**config.mk**
```make
export PLATFORM = sky130hd
export DESIGN_NAME = fat32_directory_name_search_flat
export DESIGN_NICKNAME = d
export VERILOG_FILES = /design/src/sv/fdns_pkg.sv /design/src/sv/fdns_in_if.sv /design/src/sv/fdns_out_if.sv /design/src/sv/fdns_cfg_if.sv /design/src/sv/fdns_entry_scan.sv /design/src/sv/fdns_out_skid.sv /design/src/sv/fat32_directory_name_search.sv /design/src/flat_wrapper.sv
export SDC_FILE = /design/constraint.sdc
export NUM_CORES = 1
export LEC_CHECK = 0
export BUFFER_PORTS_ARGS = -buffer_cell sky130_fd_sc_hd__buf_2
export CAP_MARGIN = 20
export CORE_ASPECT_RATIO = 1.25
export CORE_MARGIN = 4
export CORE_UTILIZATION = 35
export CTS_CLUSTER_SIZE = 12
export DETAILED_ROUTE_END_ITERATION = 6
export GPL_ROUTABILITY_DRIVEN = 0
export SYNTH_ARGS = -nofsm -noshare
export SYNTH_HDL_FRONTEND = slang
export SYNTH_SLANG_ARGS = --single-unit
```
**constraint.sdc**
```tcl
create_clock -name clk -period 16.75 [get_ports clk]
set_input_delay 4.1875 -clock clk [delete_from_list [all_inputs] [get_ports clk]]
set_output_delay 4.1875 -clock clk [all_outputs]
set_load 0.005 [all_outputs]
```
**src/sv/fdns_pkg.sv**
```systemverilog
package fdns_pkg;

  localparam int unsigned NAME_LEN = 11;
  localparam int unsigned HALF_SHIFT = 16;

  localparam logic [7:0] END_MARK       = 8'h00;
  localparam logic [7:0] DELETED_MARK   = 8'hE5;
  localparam logic [7:0] LONG_NAME_ATTR = 8'h0F;

  localparam logic [4:0] FIRST_OFFSET   = 5'd0;
  localparam logic [4:0] ATTR_OFFSET    = 5'd11;
  localparam logic [4:0] CLUS_HI_LO_OFS = 5'd20;
  localparam logic [4:0] CLUS_HI_HI_OFS = 5'd21;
  localparam logic [4:0] CLUS_LO_LO_OFS = 5'd26;
  localparam logic [4:0] CLUS_LO_HI_OFS = 5'd27;
  localparam logic [4:0] SIZE_OFFSET    = 5'd28;
  localparam logic [4:0] LAST_OFFSET    = 5'd31;

  typedef enum logic [1:0] {
    STATUS_FOUND     = 2'd0,
    STATUS_END       = 2'd1,
    STATUS_EXHAUSTED = 2'd2
  } status_t;

  typedef enum logic [0:0] {
    CFG_NAME_HEAD = 1'b0,
    CFG_NAME_TAIL = 1'b1
  } cfg_idx_t;

  typedef struct packed {
    status_t     status;
    logic [31:0] first_cluster;
    logic [31:0] file_size;
  } result_t;

endpackage

```
**src/sv/fdns_in_if.sv**
```systemverilog
interface fdns_in_if;
  logic       valid;
  logic       ready;
  logic [7:0] data_byte;
  logic       begin_search;
  logic       last_of_directory;

  modport source(output valid, output data_byte, output begin_search,
                 output last_of_directory, input ready);
  modport sink(input valid, input data_byte, input begin_search,
               input last_of_directory, output ready);
endinterface

```
**src/sv/fdns_out_if.sv**
```systemverilog
interface fdns_out_if;
  logic              valid;
  logic              ready;
  fdns_pkg::status_t search_status;
  logic [31:0]       first_cluster;
  logic [31:0]       file_size;

  modport source(output valid, output search_status, output first_cluster,
                 output file_size, input ready);
  modport sink(input valid, input search_status, input first_cluster,
               input file_size, output ready);
endinterface

```
**src/sv/fdns_cfg_if.sv**
```systemverilog
interface fdns_cfg_if;
  logic               valid;
  logic               ready;
  fdns_pkg::cfg_idx_t index;
  logic [63:0]        data;

  modport source(output valid, output index, output data, input ready);
  modport sink(input valid, input index, input data, output ready);
endinterface

```
**src/sv/fdns_entry_scan.sv**
```systemverilog
module fdns_entry_scan (
  input  logic              clk,
  input  logic              rst,
  input  logic              accept,
  input  logic [7:0]        data_byte,
  input  logic              begin_search,
  input  logic              last_of_directory,
  input  logic [63:0]       target_name_head,
  input  logic [23:0]       target_name_tail,
  output logic              res_valid,
  output fdns_pkg::result_t res
);

  logic [4:0]  entry_offset, entry_offset_next;
  logic        name_matches, name_matches_next;
  logic        entry_skipped, entry_skipped_next;
  logic [15:0] cluster_high_half, cluster_high_half_next;
  logic [15:0] cluster_low_half, cluster_low_half_next;
  logic [31:0] size_gathered, size_gathered_next;
  logic        search_finished, search_finished_next;

  logic [87:0] target_name;
  logic [4:0]  cur_offset;
  logic [7:0]  target_byte;

  assign target_name = {target_name_tail, target_name_head};

  always_comb begin
    entry_offset_next      = entry_offset;
    name_matches_next      = name_matches;
    entry_skipped_next     = entry_skipped;
    cluster_high_half_next = cluster_high_half;
    cluster_low_half_next  = cluster_low_half;
    size_gathered_next     = size_gathered;
    search_finished_next   = search_finished;
    res_valid              = 1'b0;
    res.status             = fdns_pkg::STATUS_FOUND;
    res.first_cluster      = '0;
    res.file_size          = '0;

    if (accept && begin_search) begin
      entry_offset_next      = '0;
      name_matches_next      = 1'b1;
      entry_skipped_next     = 1'b0;
      cluster_high_half_next = '0;
      cluster_low_half_next  = '0;
      size_gathered_next     = '0;
      search_finished_next   = 1'b0;
    end

    cur_offset  = entry_offset_next;
    target_byte = (cur_offset < 5'(fdns_pkg::NAME_LEN)) ?
                  target_name[{cur_offset[3:0], 3'b000} +: 8] : data_byte;

    if (accept && !search_finished_next) begin
      if (cur_offset == fdns_pkg::FIRST_OFFSET && data_byte == fdns_pkg::END_MARK) begin
        res_valid            = 1'b1;
        res.status           = fdns_pkg::STATUS_END;
        search_finished_next = 1'b1;
      end else begin
        if (cur_offset == fdns_pkg::FIRST_OFFSET && data_byte == fdns_pkg::DELETED_MARK)
          entry_skipped_next = 1'b1;
        if (data_byte != target_byte)
          name_matches_next = 1'b0;
        if (cur_offset == fdns_pkg::ATTR_OFFSET && data_byte == fdns_pkg::LONG_NAME_ATTR)
          entry_skipped_next = 1'b1;
        if (cur_offset == fdns_pkg::CLUS_HI_LO_OFS)
          cluster_high_half_next[7:0] = data_byte;
        if (cur_offset == fdns_pkg::CLUS_HI_HI_OFS)
          cluster_high_half_next[15:8] = data_byte;
        if (cur_offset == fdns_pkg::CLUS_LO_LO_OFS)
          cluster_low_half_next[7:0] = data_byte;
        if (cur_offset == fdns_pkg::CLUS_LO_HI_OFS)
          cluster_low_half_next[15:8] = data_byte;
        if (cur_offset >= fdns_pkg::SIZE_OFFSET)
          size_gathered_next = size_gathered_next |
                               ({24'b0, data_byte} << {cur_offset[1:0], 3'b000});

        entry_offset_next = cur_offset + 5'd1;

        if (cur_offset == fdns_pkg::LAST_OFFSET) begin
          if (name_matches_next && !entry_skipped_next) begin
            res_valid            = 1'b1;
            res.status           = fdns_pkg::STATUS_FOUND;
            res.first_cluster    = {cluster_high_half_next, cluster_low_half_next};
            res.file_size        = size_gathered_next;
            search_finished_next = 1'b1;
          end else begin
            name_matches_next      = 1'b1;
            entry_skipped_next     = 1'b0;
            cluster_high_half_next = '0;
            cluster_low_half_next  = '0;
            size_gathered_next     = '0;
          end
        end

        if (!search_finished_next && last_of_directory) begin
          res_valid            = 1'b1;
          res.status           = fdns_pkg::STATUS_EXHAUSTED;
          search_finished_next = 1'b1;
        end
      end
    end
  end

  always_ff @(posedge clk) begin
    if (rst) begin
      entry_offset      <= '0;
      name_matches      <= 1'b1;
      entry_skipped     <= 1'b0;
      cluster_high_half <= '0;
      cluster_low_half  <= '0;
      size_gathered     <= '0;
      search_finished   <= 1'b0;
    end else begin
      entry_offset      <= entry_offset_next;
      name_matches      <= name_matches_next;
      entry_skipped     <= entry_skipped_next;
      cluster_high_half <= cluster_high_half_next;
      cluster_low_half  <= cluster_low_half_next;
      size_gathered     <= size_gathered_next;
      search_finished   <= search_finished_next;
    end
  end

  // no more than one result per search
  assert property (@(posedge clk) disable iff (rst)
    accept && !begin_search && search_finished |-> !res_valid)
    else $error("result after search finished");

  // offset advances on every scanned byte that does not end the search
  assert property (@(posedge clk) disable iff (rst)
    accept && !begin_search && !search_finished && !res_valid
    |=> entry_offset == $past(entry_offset) + 5'd1)
    else $error("entry offset did not advance");

endmodule

```
**src/sv/fdns_out_skid.sv**
```systemverilog
module fdns_out_skid (
  input  logic              clk,
  input  logic              rst,
  input  logic              push,
  input  fdns_pkg::result_t push_data,
  output logic              can_accept,
  fdns_out_if.source        result
);

  logic              out_valid;
  fdns_pkg::result_t out_data;
  logic              skid_valid;
  fdns_pkg::result_t skid_data;
  logic              pop;

  assign pop        = out_valid && result.ready;
  assign can_accept = !skid_valid;

  assign result.valid         = out_valid;
  assign result.search_status = out_data.status;
  assign result.first_cluster = out_data.first_cluster;
  assign result.file_size     = out_data.file_size;

  always_ff @(posedge clk) begin
    if (rst) begin
      out_valid  <= 1'b0;
      skid_valid <= 1'b0;
    end else if (skid_valid) begin
      if (pop) begin
        out_valid  <= 1'b1;
        skid_valid <= 1'b0;
      end
    end else if (push) begin
      if (!out_valid || pop) begin
        out_valid <= 1'b1;
      end else begin
        skid_valid <= 1'b1;
      end
    end else if (pop) begin
      out_valid <= 1'b0;
    end
  end

  always_ff @(posedge clk) begin
    if (skid_valid) begin
      if (pop) out_data <= skid_data;
    end else if (push) begin
      if (!out_valid || pop) out_data <= push_data;
      else skid_data <= push_data;
    end
  end

  assert property (@(posedge clk) disable iff (rst) skid_valid |-> out_valid)
    else $error("skid holds a beat while output is empty");

  assert property (@(posedge clk) disable iff (rst) push |-> !skid_valid)
    else $error("result pushed while skid is full");

  assert property (@(posedge clk) disable iff (rst)
    skid_valid && !result.ready |=> skid_valid && out_valid)
    else $error("stalled beat dropped");

endmodule

```
**src/sv/fat32_directory_name_search.sv**
```systemverilog
// FAT32 directory name search.
//
// dir_in carries one directory byte per beat in disk order, with
// begin_search marking the first byte of a new search (it clears all scan
// state) and last_of_directory marking the final byte of the directory.
// result carries at most one beat per search: status found, end-of-directory
// entry seen, or data exhausted, plus first cluster and file size (zero
// unless found). cfg writes the padded 8.3 target name: index 0 holds name
// bytes 0..7, index 1 holds the three extension bytes; write it only while
// the block is idle. cfg is always ready.
//
// Throughput: one byte per cycle while the skid stage is not full; the
// per-byte compare and field capture fit between the scan state and the
// result register, which every result beat passes through. When the
// receiver stalls, a result waits in the output register and one more is
// held in a skid stage; dir_in drops ready only while that skid stage is
// full. Reset (rst, synchronous) clears scan state so scanning starts at
// once, clears the target name to zero and empties both stages.
module fat32_directory_name_search (
  input  logic       clk,
  input  logic       rst,
  fdns_in_if.sink    dir_in,
  fdns_out_if.source result,
  fdns_cfg_if.sink   cfg
);

  logic [63:0]       target_name_head;
  logic [23:0]       target_name_tail;
  logic              accept;
  logic              res_valid;
  fdns_pkg::result_t res;
  logic              can_accept;

  assign cfg.ready    = 1'b1;
  assign dir_in.ready = can_accept;
  assign accept       = dir_in.valid && can_accept;

  // hold the target name until the next write
  always_ff @(posedge clk) begin
    if (rst) begin
      target_name_head <= '0;
      target_name_tail <= '0;
    end else if (cfg.valid) begin
      unique case (cfg.index)
        fdns_pkg::CFG_NAME_HEAD: target_name_head <= cfg.data;
        fdns_pkg::CFG_NAME_TAIL: target_name_tail <= cfg.data[23:0];
        default: ;
      endcase
    end
  end

  // track entry offset, name compare and field capture per byte
  fdns_entry_scan u_scan (
    .clk               (clk),
    .rst               (rst),
    .accept            (accept),
    .data_byte         (dir_in.data_byte),
    .begin_search      (dir_in.begin_search),
    .last_of_directory (dir_in.last_of_directory),
    .target_name_head  (target_name_head),
    .target_name_tail  (target_name_tail),
    .res_valid         (res_valid),
    .res               (res)
  );

  // register the result beat, with one skid slot for a stalled receiver
  fdns_out_skid u_out (
    .clk        (clk),
    .rst        (rst),
    .push       (res_valid),
    .push_data  (res),
    .can_accept (can_accept),
    .result     (result)
  );

endmodule
```
**src/flat_wrapper.sv**
```systemverilog
// flat-port wrapper written by rule: the top's interface ports become plain ports
module fat32_directory_name_search_flat 
  (clk, rst, dir_in_valid, dir_in_data_byte, dir_in_begin_search, dir_in_last_of_directory, dir_in_ready, result_valid, result_search_status, result_first_cluster, result_file_size, result_ready, cfg_valid, cfg_index, cfg_data, cfg_ready);
  fdns_in_if dir_in_i ();
  fdns_out_if result_i ();
  fdns_cfg_if cfg_i ();
  input  logic clk;
  input  logic rst;
  input wire logic [$bits(dir_in_i.valid)-1:0] dir_in_valid;
  input wire logic [$bits(dir_in_i.data_byte)-1:0] dir_in_data_byte;
  input wire logic [$bits(dir_in_i.begin_search)-1:0] dir_in_begin_search;
  input wire logic [$bits(dir_in_i.last_of_directory)-1:0] dir_in_last_of_directory;
  output wire logic [$bits(dir_in_i.ready)-1:0] dir_in_ready;
  output wire logic [$bits(result_i.valid)-1:0] result_valid;
  output wire logic [$bits(result_i.search_status)-1:0] result_search_status;
  output wire logic [$bits(result_i.first_cluster)-1:0] result_first_cluster;
  output wire logic [$bits(result_i.file_size)-1:0] result_file_size;
  input wire logic [$bits(result_i.ready)-1:0] result_ready;
  input wire logic [$bits(cfg_i.valid)-1:0] cfg_valid;
  input wire logic [$bits(cfg_i.index)-1:0] cfg_index;
  input wire logic [$bits(cfg_i.data)-1:0] cfg_data;
  output wire logic [$bits(cfg_i.ready)-1:0] cfg_ready;
  assign dir_in_i.valid = dir_in_valid;
  assign dir_in_i.data_byte = dir_in_data_byte;
  assign dir_in_i.begin_search = dir_in_begin_search;
  assign dir_in_i.last_of_directory = dir_in_last_of_directory;
  assign dir_in_ready = dir_in_i.ready;
  assign result_valid = result_i.valid;
  assign result_search_status = result_i.search_status;
  assign result_first_cluster = result_i.first_cluster;
  assign result_file_size = result_i.file_size;
  assign result_i.ready = result_ready;
  assign cfg_i.valid = cfg_valid;
  assign cfg_i.index = cfg_index;
  assign cfg_i.data = cfg_data;
  assign cfg_ready = cfg_i.ready;
  fat32_directory_name_search u_core (.clk(clk), .rst(rst), .dir_in(dir_in_i), .result(result_i), .cfg(cfg_i));
endmodule
```
==> flow_summary.toml, run 1 <==
[clock_network]
buffer_depth_of_the_longest_clock_path = 3
cts_root_buf = "clkbuf_16"
ctsHtreeMaxLevel = 1
numCtsBuffers = 30
clock_insertion_delay_worst_skew_ns = 0.55
clk_pin_slew_worst_paths_ns = 0.06
cts-hold-fix-buffers = 0
tritoncts = "done"
post_cts_resized = 0
cts_setup_buffers = 0
cts_num_sinks = 294

[job]
maxCapViolCount = 0

[floorplan]
die-height_um = 218.5
placeableCoreArea_mm2 = 0.03471
floorplan.initialDensity_pct = 35.75
placementRows = 76
ios = 149
chipWidth_um = 176.4
die_area_mm2 = 0.03855

[power_and_ir_drop]
clock_share_of_power_pct = 42.3
switching_power_uw = 342.9
leakage_nw = 5.154
power_per_cell_area_mw_per_mm2 = 105.3
internal_power_mw = 1.169
power.switching_fraction_pct = 22.69
combPwrFrac_pct = 6.7
worst_ir_drop_vdd_mv = 0.09068
seqPwrFrac_pct = 51.0
post-layout-total-power_mw = 1.511

[sta]
setup_repair_after_global_routing_missed_its_margin = "false"
finalClockSkew_ns = 0.02352
totalNegativeSetupSlack_ns = 0
tightest_slew_ns = 1.053
report.final.hold_viol_count = 0
timing.hold.ws_ns = 0.4516
period_needed_ns = 7.783
highest_clock_rate_mhz = 128.5
min_period_over_period_pct = 46.47
timing.final.max_slew_violations = 0
finalSetupViolCount = 0
slew_headroom_pct = 29.24

[routing]
routed_wl_um = 33410
via_count = 9849
routed_via_density = 5.140
wire_per_inst_um = 17.44
antenna_left = 0
drc = 0
detail_route.iter0.violations = 764
drt_first_pass_iters = 6

[critical_path]
critical_path_peak_fanout = 104
worstPathCellList = "buf_2 -> nand3b_4 -> buf_4 -> a21oi_1 -> a211oi_1 -> o22ai_1 -> xnor2_1 -> nand4_1 -> o31ai_4 -> a31oi_1 -> nor4_2 -> buf_4"
path_class = "in2reg"
worst_path_largest_cell_delay_ns = 0.86
slowest_cell_on_the_critical_path = "buf_4"
reg2reg_from = "u_core.u_out.skid_valid"
critPathCaptureType = "flop"
launching_element_type_of_the_critical_path = "input pin"
crit_top_cell = "buf_4"
critical_path.startpoint = "dir_in_begin_search"
critical_path_required_ns = 16.93
cp_data_arrival_time_ns = 7.96

[synthesis]
netlist_top_cells_count = "nand2_1 (293), dfxtp_1 (162), nor2_1 (155), a21oi_1 (140), edfxtp_1 (132)"
synth.top_cells.by_area = "edfxtp_1 (32%), dfxtp_1 (26%), nand2_1 (8.9%), a21oi_1 (5.6%), nor2_1 (4.7%)"
synth_enable_flop_cells = 132
post_synth_instance_area_mm2 = 0.01241
number_of_warnings_printed_during_yosys_synthesis = 0
syn-instance-count = 1338
syn_area_per_cell_um2 = 9.275
post_synthesis_net_count = 1422
synth.largest_area_cell = "edfxtp_1"
number_of_unique_standard_cell_types_used_by_synthesis = 65
netlist.area_leader.share_pct = 31.94
asyncSetResetFlopFracSynth_pct = 0
synth-seq-cells = 294
dominantRegCellSynth = "dfxtp_1"
yosysSeqAreaShare_pct = 58.08
post-synth-top-count-cell = "nand2_1"

[cells_and_area]
post_route_cells_drive_above_1_share_pct = 16.03
area_growth_pct = 15.72
final-seq-area_mm2 = 0.007208
multi_input_area_mm2 = 0.004723
nets = 1507
layoutNonFillerInstCount = 1916
post-route-cell-area_mm2 = 0.01436
filler_cell_count = 3471

[placement]
area_of_placed_instances_mm2 = 0.01341
placed_cells_incl_taps = 1859
port_buffers = 147
hpwl_um = 22170

[grt]
number_of_antenna_violations_at_the_first_check_in_global_routing = 1
grt_pass1_vias = 9362
overflow = 0
wire_length_of_the_first_global_routing_pass_um = 52230
pin_count_of_the_biggest_net_entering_global_routing = 105
grtUsageTotal_pct = 16.80

[min_path]
hp-start = "u_core.target_name_head[54]"
worst_min_delay_path_class = "reg2reg"

[run_status]
status = "complete, no violations"
## placed cells by master (no fill, tap or decap), types with 3 or more instances in the layout
| cell type | Yosys | final |
|---|---|---|
| and2_1 | 5 | 5 |
| dfxtp_1 | 162 | 161 |
| o21ai_1 | 6 | 6 |
| a31oi_1 | 39 | 39 |
| clkbuf_8 | 0 | 7 |
| nor2_1 | 155 | 155 |
| and3_1 | 6 | 6 |
| o31ai_1 | 4 | 4 |
| mux4_2 | 4 | 4 |
| o21ai_0 | 72 | 71 |
| o2bb2ai_1 | 3 | 3 |
| nor4_1 | 4 | 3 |
| nand4_1 | 6 | 6 |
| a22oi_1 | 32 | 32 |
| buf_2 | 12 | 147 |
| ha_1 | 4 | 4 |
| or2_2 | 7 | 7 |
| a211oi_1 | 3 | 3 |
| xnor2_1 | 3 | 3 |
| mux2_2 | 6 | 6 |
| clkbuf_16 | 0 | 31 |
| a21oi_1 | 140 | 140 |
| nor3_1 | 8 | 8 |
| nand3_1 | 44 | 44 |
| nor2b_1 | 7 | 6 |
| inv_1 | 18 | 18 |
| edfxtp_1 | 132 | 132 |
| o211ai_1 | 6 | 6 |
| mux2i_1 | 15 | 15 |
| nand2_1 | 293 | 293 |
| clkbuf_1 | 69 | 14 |
| or3_1 | 4 | 4 |
| buf_4 | 4 | 12 |
## metal layers
metal / vias up / track usage [%] / share of wire, %
met5: - / 0 / 0
met4: 0 / 4.825 / 2.6
met3: 69 / 2.388 / 5.5
met2: 313 / 29.72 / 50
met1: 4625 / 21.42 / 42
li1: 4842 / - / -
## through the flow
stage	util, %	worst slack [ns]
after global routing	41.37	8.628
after floorplan	-	3.778
after CTS	41.37	8.993
after global placement	38.64	8.447
after detailed placement	38.64	8.420
final	41.37	8.967
## path summary, 6_finish.rpt
path | endpoint | cells after the start | slack, ns
max | u_core.u_out.skid_data[48] | 12 | 8.97
min | u_core.target_name_head[54] | 2 | 0.45
max reg2reg | u_core.u_out.skid_data[48] | 12 | 11.64
min reg2reg | u_core.target_name_head[54] | 2 | 0.45
## logic make-up after synthesis
| logic type | after synthesis | share of synthesized area [%] |
|---|---|---|
| buf+inv | 124 | 4.174 |
| mux | 25 | 2.480 |
| simple gates | 554 | 18.75 |
| fa+ha+maj | 4 | 0.4033 |
| xor+xnor | 4 | 0.2824 |
| other cells | 1 | 0.03022 |
| compound gates | 332 | 15.80 |
| flops | 294 | 58.08 |
## power groups by stage
stage / registers, mW / logic [mW] / clock network [mW]
floorplan: 0.787 / 0.0623 / 0
global placement: 0.786 / 0.101 / 0
detailed placement: 0.787 / 0.102 / 0
CTS: 0.771 / 0.102 / 0.650
global route: 0.772 / 0.112 / 0.683
finish: 0.771 / 0.102 / 0.639
## sequential cells by signal (all words and copies together), names as in the netlist, 2 cells and up
signal	flops
u_core.u_out.skid_data	66
u_core.target_name_head	64
u_core.u_out.result.file_size	32
u_core.u_out.result.first_cluster	32
u_core.u_scan.size_gathered	32
u_core.target_name_tail	24
u_core.u_scan.cluster_high_half	16
u_core.u_scan.cluster_low_half	16
u_core.u_scan.entry_offset	5
u_core.u_out.result.search_status	2
## critical path, delay by kind of cell
kind / cells / cell delay, ns
buf+inv: 3 / 1.67
simple gates: 3 / 0.59
compound gates: 5 / 1.25
xor+xnor: 1 / 0.17
## cell type report
class | instances | area share, %
Sequential cell | 294 | 50.20
Multi-Input combinational cell | 920 | 32.89
Clock buffer | 54 | 6.509
Timing Repair Buffer | 159 | 5.751
Antenna cell | 1 | 0.01743
Clock inverter | 2 | 0.08713
Tap cell | 468 | 4.078
Inverter | 18 | 0.4705
No activity file was read; power rests on OpenSTA's default activity.
==> run 2, diff against run 1 <==
--- a/config.mk
+++ b/config.mk
@@ -5,6 +5,7 @@
 export SDC_FILE = /design/constraint.sdc
 export NUM_CORES = 1
 export LEC_CHECK = 0
+export ABC_AREA = 1
 export BUFFER_PORTS_ARGS = -buffer_cell sky130_fd_sc_hd__buf_2
 export CAP_MARGIN = 20
 export CORE_ASPECT_RATIO = 1.25
==> constraint.sdc (replaced) <==
create_clock -name clk -period 6.3 [get_ports clk]
set_input_delay 1.575 -clock clk [delete_from_list [all_inputs] [get_ports clk]]
set_output_delay 1.575 -clock clk [all_outputs]
set_load 0.005 [all_outputs]
==> run 2 against run 1 <==
Net effect:
- final cell count up 12%
- synthesized area rose by 5.7%
- critical path depth rose by 7
- count of clock-buffer cells in the layout shrank 4
- register-to-register slack got worse by 9.4 ns
- utilization is 0.69 points lower
- global-route usage about the same
- highest routed layer unchanged
- setup slack lost 7.5 ns
- non-clock buffer count up 15
- routed wire length rose by 6.1%
==> flow_summary.toml, run 2 <==
[cells_and_area]
post_route_cells_drive_above_1_share_pct = 17.80
layoutNonFillerInstCount = 2150
nets = 1723
area_growth_pct = 15.26
reg_top3 = "u_core.u_out.skid_data: 66 flops, u_core.target_name_head: 64 flops"
largest-register = "u_core.u_out.skid_data"
flip_flop_count_of_the_largest_register_after_layout = 66
layout.cells.most_common_list = "nand2_1 (315), nor2_1 (270), dfxtp_1 (161)"
final_common_cell = "nand2_1"

[placement]
placed_cells_incl_taps = 2091
port_buffers = 147
hpwl_um = 23720
place_ws_ns = 0.9489

[critical_path]
crit_top_cell = "nand2_1"
timing.critical_path.max_delay_family = "simple AND/OR/NAND/NOR gates"
critPathCaptureType = "flop"
slowest_cell_on_the_critical_path = "a21oi_2"
worstPathCellList = "buf_2 -> nand3_4 -> nand2_1 -> buf_4 -> inv_2 -> nand2_1 -> nand2_1 -> a21oi_2 -> nand4_1 -> nand2_1 -> nor2_1 -> nand2_1 -> nor2_2 -> nand3_4 -> buf_4 -> nand3_2 -> nand2_4 -> buf_4 -> a21oi_2"
critical_path_required_ns = 6.75
path_class = "in2reg"
cp_data_arrival_time_ns = 5.26
launching_element_type_of_the_critical_path = "input pin"
worst_path_largest_cell_delay_ns = 0.50
critPathBufInv = 5
critical_path_peak_fanout = 32

[sta]
finalClockSkew_ns = 0.02890
period_needed_ns = 4.814
report.final.hold_viol_count = 0
timing.final.max_slew_violations = 0
finalSetupViolCount = 0
highest_clock_rate_mhz = 207.7
slew_headroom_pct = 46.52
totalNegativeSetupSlack_ns = 0
setup_repair_after_global_routing_missed_its_margin = "false"
min_period_over_period_pct = 76.42
tightest_slew_ns = 0.8021
worst_slack_ns = 1.486

[routing]
drc = 0
antenna_left = 0
wire_per_inst_um = 16.49
drt_first_pass_iters = 5
detail_route.iter0.violations = 813
highest-signal-layer = "met4"
wl_met2_um = 17120
wl_met1_um = 15080
routed_via_density = 5.033
route.met3.wl_um = 2158
via_count = 10821
routed_wl_um = 35460

[clock_network]
clk_pin_slew_worst_paths_ns = 0.06
ctsHtreeMaxLevel = 1
cts_setup_buffers = 0
buffer_depth_of_the_longest_clock_path = 3
tritoncts = "done"
cts-hold-fix-buffers = 0
numCtsBuffers = 31
post_cts_resized = 0
clock_insertion_delay_worst_skew_ns = 0.58
cts_root_buf = "clkbuf_16"
cts_num_sinks = 294

[floorplan]
floorplan.initialDensity_pct = 35.30
chipWidth_um = 181.2
placeableCoreArea_mm2 = 0.03717
ios = 149
die_area_mm2 = 0.04066
die-height_um = 224.5
placementRows = 79

[synthesis]
dominantRegCellSynth = "dfxtp_1"
asyncSetResetFlopFracSynth_pct = 0
post_synthesis_net_count = 1633
number_of_unique_standard_cell_types_used_by_synthesis = 37
synth.largest_area_cell = "edfxtp_1"
netlist_top_cells_count = "nand2_1 (315), nor2_1 (272), dfxtp_1 (162), nand3_1 (143), edfxtp_1 (132)"
syn-instance-count = 1549
netlist.area_leader.share_pct = 30.21
synth.top_cells.by_area = "edfxtp_1 (30%), dfxtp_1 (25%), nand2_1 (9.0%), nor2_1 (7.8%), nand3_1 (5.5%)"
yosysSeqAreaShare_pct = 54.94
number_of_warnings_printed_during_yosys_synthesis = 0
syn_area_per_cell_um2 = 8.469
synth_enable_flop_cells = 132
post-synth-top-count-cell = "nand2_1"
synth-seq-cells = 294
post_synth_instance_area_mm2 = 0.01312

[grt]
grt_pass1_vias = 10585
pin_count_of_the_biggest_net_entering_global_routing = 94
number_of_antenna_violations_at_the_first_check_in_global_routing = 1
overflow = 0
grtUsageTotal_pct = 16.82
wire_length_of_the_first_global_routing_pass_um = 56410

[power_and_ir_drop]
post-layout-total-power_mw = 4.152
leakage_nw = 5.993
worst_ir_drop_vdd_mv = 0.2281
power_per_cell_area_mw_per_mm2 = 274.6

[min_path]
worst_min_delay_path_class = "reg2reg"

[run_status]
status = "complete, no violations"

[job]
maxCapViolCount = 0
## run 2: cell count changes after synthesis, sizes merged, moves of 7 or more
cell    previous run  this run
a31oi             39         1
nand3             44       146
nand2            293       317
a21oi            140        85
a21o               2        10
nor2b              7         0
a22oi             32         0
nor2             155       276
inv               18        79
buf               37        50
nand4              6        18
mux2i             15         0
o21ai             78       129
o211ai             6        33
## run 2: cell families after synthesis
group	synth area share, %
adders and majority gates	0.3815
buffers and inverters	6.495
DFF	54.94
AOI/OAI and AO/OA	12.81
and+or+nand+nor	25.35
other	0.02858
## run 2: worst register-to-register path, stage by stage, from the launching register on
cell and delay (ns):
dfxtp_2 0.33, inv_2 0.08, nand3_4 0.25, nand2_1 0.19
buf_4 0.31, inv_2 0.23, nand2_1 0.13, nand2_1 0.07
a21oi_2 0.50, nand4_1 0.18, nand2_1 0.09, nor2_1 0.04
nand2_1 0.07, nor2_2 0.06, nand3_4 0.19, buf_4 0.40
nand3_2 0.14, nand2_4 0.33, buf_4 0.32, a21oi_2 0.05
## run 2: path summary, 6_finish.rpt
check	from	end	slack, ns	cells past startpoint
worst min register to register	u_core.target_name_tail[4]	u_core.target_name_tail[4]	0.46	2
worst max register to register	u_core.u_out.skid_valid	u_core.u_scan.cluster_low_half[6]	2.20	19
worst min-delay path	u_core.target_name_tail[4]	u_core.target_name_tail[4]	0.46	2
worst max-delay path	dir_in_valid	u_core.u_scan.cluster_low_half[6]	1.49	19
## run 2: stage by stage
step	instance area, µm²	hold WS [ns]	utilization [%]
global route	15120	0.4649	40.68
floorplan	13120	0.4299	-
global placement	14150	0.4444	38.08
finish	15120	0.4573	40.68
CTS	15100	0.4570	40.62
detailed placement	14150	0.4488	38.08
## run 2: where the power goes
group	internal, mW	leakage (nW)	total, mW	switching, mW
logic	0.104	3.10	0.347	0.243
registers	2.05	2.43	2.08	0.0298
clock network	0.987	0.466	1.72	0.736
## run 2: area by class of cell
| class | instances | area [µm²] |
|---|---|---|
| Antenna cell | 1 | 2.502 |
| Clock inverter | 7 | 73.82 |
| Multi-Input combinational cell | 1059 | 5096 |
| Timing Repair Buffer | 174 | 963.4 |
| Tap cell | 486 | 608.1 |
| Inverter | 79 | 296.5 |
| Clock buffer | 50 | 872.1 |
| Sequential cell | 294 | 7208 |
| Fill cell | 3811 | 22040 |
## run 2: layer usage
metal,vias up,GRT usage (%)
met5,-,0
met4,0,5.570
met3,81,2.491
met2,322,29.01
met1,5036,21.78
li1,5382,-
==> run 3, diff against run 2 <==
==> constraint.sdc (replaced) <==
create_clock -name clk -period 3.9 [get_ports clk]
set_input_delay 0.975 -clock clk [delete_from_list [all_inputs] [get_ports clk]]
set_output_delay 0.975 -clock clk [all_outputs]
set_load 0.005 [all_outputs]
==> run 3 against run 2 <==
Net effect:
- worst hold slack worse by 0.0029 ns
- first-iteration DRC count up 5.7%
- sequential share of layout area down 0.78 points
- critical endpoint is now u_core.u_scan.size_gathered[31]
==> flow_summary.toml, run 3 (synthesis gave the netlist of run 2 again) <==
[run_status]
status = "complete, no violations"

[floorplan]
placementRows = 79
ios = 149
placeableCoreArea_mm2 = 0.03717
floorplan.initialDensity_pct = 35.30
chipWidth_um = 181.2
die_area_mm2 = 0.04066
die-height_um = 224.5

[grt]
wire_length_of_the_first_global_routing_pass_um = 56150
grtUsageTotal_pct = 16.81
top_usage_layer = "met2"
number_of_antenna_violations_at_the_first_check_in_global_routing = 1
grt_pass1_vias = 10418
met2_routing_resource_usage_after_global_routing_pct = 28.27
global_route.usage.met3_pct = 2.928
global_route.usage.met1_pct = 21.92
pin_count_of_the_biggest_net_entering_global_routing = 92
overflow = 0

[clock_network]
numCtsBuffers = 31
cts_root_buf = "clkbuf_16"
post_cts_resized = 0
clock_insertion_delay_worst_skew_ns = 0.57
ctsHtreeMaxLevel = 1
cts_num_sinks = 294
clk_pin_slew_worst_paths_ns = 0.06
tritoncts = "done"
cts_setup_buffers = 0
cts-hold-fix-buffers = 0
buffer_depth_of_the_longest_clock_path = 3

[critical_path]
path_class = "in2reg"
slowest_cell_on_the_critical_path = "o311ai_0"
worstPathCellList = "buf_2 -> nand3_4 -> nand2_1 -> inv_2 -> buf_4 -> nor2_1 -> nand4_1 -> o311ai_0 -> nor2_1 -> nand3_4 -> buf_12 -> nand3_2 -> nand2_4 -> buf_12 -> a21oi_1"
critPathCaptureType = "flop"
worst_path_largest_cell_delay_ns = 0.45
launching_element_type_of_the_critical_path = "input pin"
critPathBufInv = 5
cp_data_arrival_time_ns = 3.78
critical_path_required_ns = 4.35
critical_path_peak_fanout = 82
timing.critical_path.max_delay_family = "simple AND/OR/NAND/NOR gates"

[cells_and_area]
largest-register = "u_core.u_out.skid_data"
final-seq-area_mm2 = 0.007208
final_common_cell = "nand2_1"
nets = 1740
multi_input_area_mm2 = 0.005104
area_growth_pct = 17.18
post-route-cell-area_mm2 = 0.01537
flip_flop_count_of_the_largest_register_after_layout = 66
layoutNonFillerInstCount = 2166
post_route_cells_drive_above_1_share_pct = 18.58
reg_top3 = "u_core.u_out.skid_data: 66 flops, u_core.target_name_head: 64 flops"
layout.cells.most_common_list = "nand2_1 (314), nor2_1 (270), dfxtp_1 (161)"
filler_cell_count = 3781

[sta]
report.final.hold_viol_count = 0
period_needed_ns = 3.329
worst_slack_ns = 0.5712
timing.final.max_slew_violations = 0
setup_repair_after_global_routing_missed_its_margin = "false"
finalSetupViolCount = 0
tightest_slew_ns = 0.8998
finalClockSkew_ns = 0.01655
min_period_over_period_pct = 85.35
slew_headroom_pct = 40.01
highest_clock_rate_mhz = 300.4
totalNegativeSetupSlack_ns = 0

[routing]
drt_first_pass_iters = 5
routed_wl_um = 35260
antenna_left = 0
detail_route.iter0.violations = 859
drc = 0
via_count = 10891
wire_per_inst_um = 16.28
routed_via_density = 5.028

[job]
maxCapViolCount = 0

[power_and_ir_drop]
leakage_nw = 6.107
worst_ir_drop_vdd_mv = 0.3330
post-layout-total-power_mw = 6.765
power_per_cell_area_mw_per_mm2 = 440.1

[placement]
hpwl_um = 23950
placed_cells_incl_taps = 2109
port_buffers = 147
area_of_placed_instances_mm2 = 0.01441
place_ws_ns = -0.007832

[min_path]
worst_min_delay_path_class = "reg2reg"
run 3: cell types whose count changed in the layout (fill, tap and decap cells not counted), moves of 2 or more:
cell | previous run | this run
buf_12 | 2 | 10
buf_4 | 25 | 34
clkbuf_1 | 13 | 15
clkbuf_2 | 4 | 0
inv_6 | 1 | 3
run 3: routing by layer:
| layer | vias up | part of all wire, % |
|---|---|---|
| met5 | - | 0 |
| met4 | 0 | 3.2 |
| met3 | 75 | 6.6 |
| met2 | 350 | 49 |
| met1 | 5050 | 41 |
| li1 | 5416 | - |
run 3: cell type report:
type	count	area share (%)
Clock buffer	50	5.803
Multi-Input combinational cell	1059	33.20
Antenna cell	1	0.01628
Inverter	79	1.953
Clock inverter	6	0.4314
Tap cell	486	3.956
Sequential cell	294	46.89
Timing Repair Buffer	191	7.749
run 3: where the power goes:
group          switching (mW)  internal (mW)
sequential             0.0509           3.31
combinational           0.393          0.191
clock                    1.19           1.63
total                    1.63           5.13
run 3: stage by stage:
stage | hold WS, ns | util [%]
finish | 0.4543 | 41.36
global route | 0.4936 | 41.35
CTS | 0.4572 | 41.35
detailed placement | 0.4484 | 38.78
global placement | 0.4462 | 38.78
floorplan | 0.4299 | -
run 3: final timing paths:
| check | from | endpoint | slack (ns) | cells after the start |
|---|---|---|---|---|
| hold reg to reg | u_core.target_name_tail[4] | u_core.target_name_tail[4] | 0.45 | 2 |
| setup / recovery | dir_in_valid | u_core.u_scan.size_gathered[31] | 0.57 | 15 |
| setup reg to reg | u_core.u_out.skid_valid | u_core.u_scan.size_gathered[31] | 0.72 | 15 |
| hold / removal | u_core.target_name_tail[4] | u_core.target_name_tail[4] | 0.45 | 2 |
run 3: worst reg2reg max path, delay by kind of cell, from the launching register on:
family          cells  cell delay, ns
flops               1            0.32
buf+inv             5            0.94
simple gates        8            1.30
compound gates      2            0.53
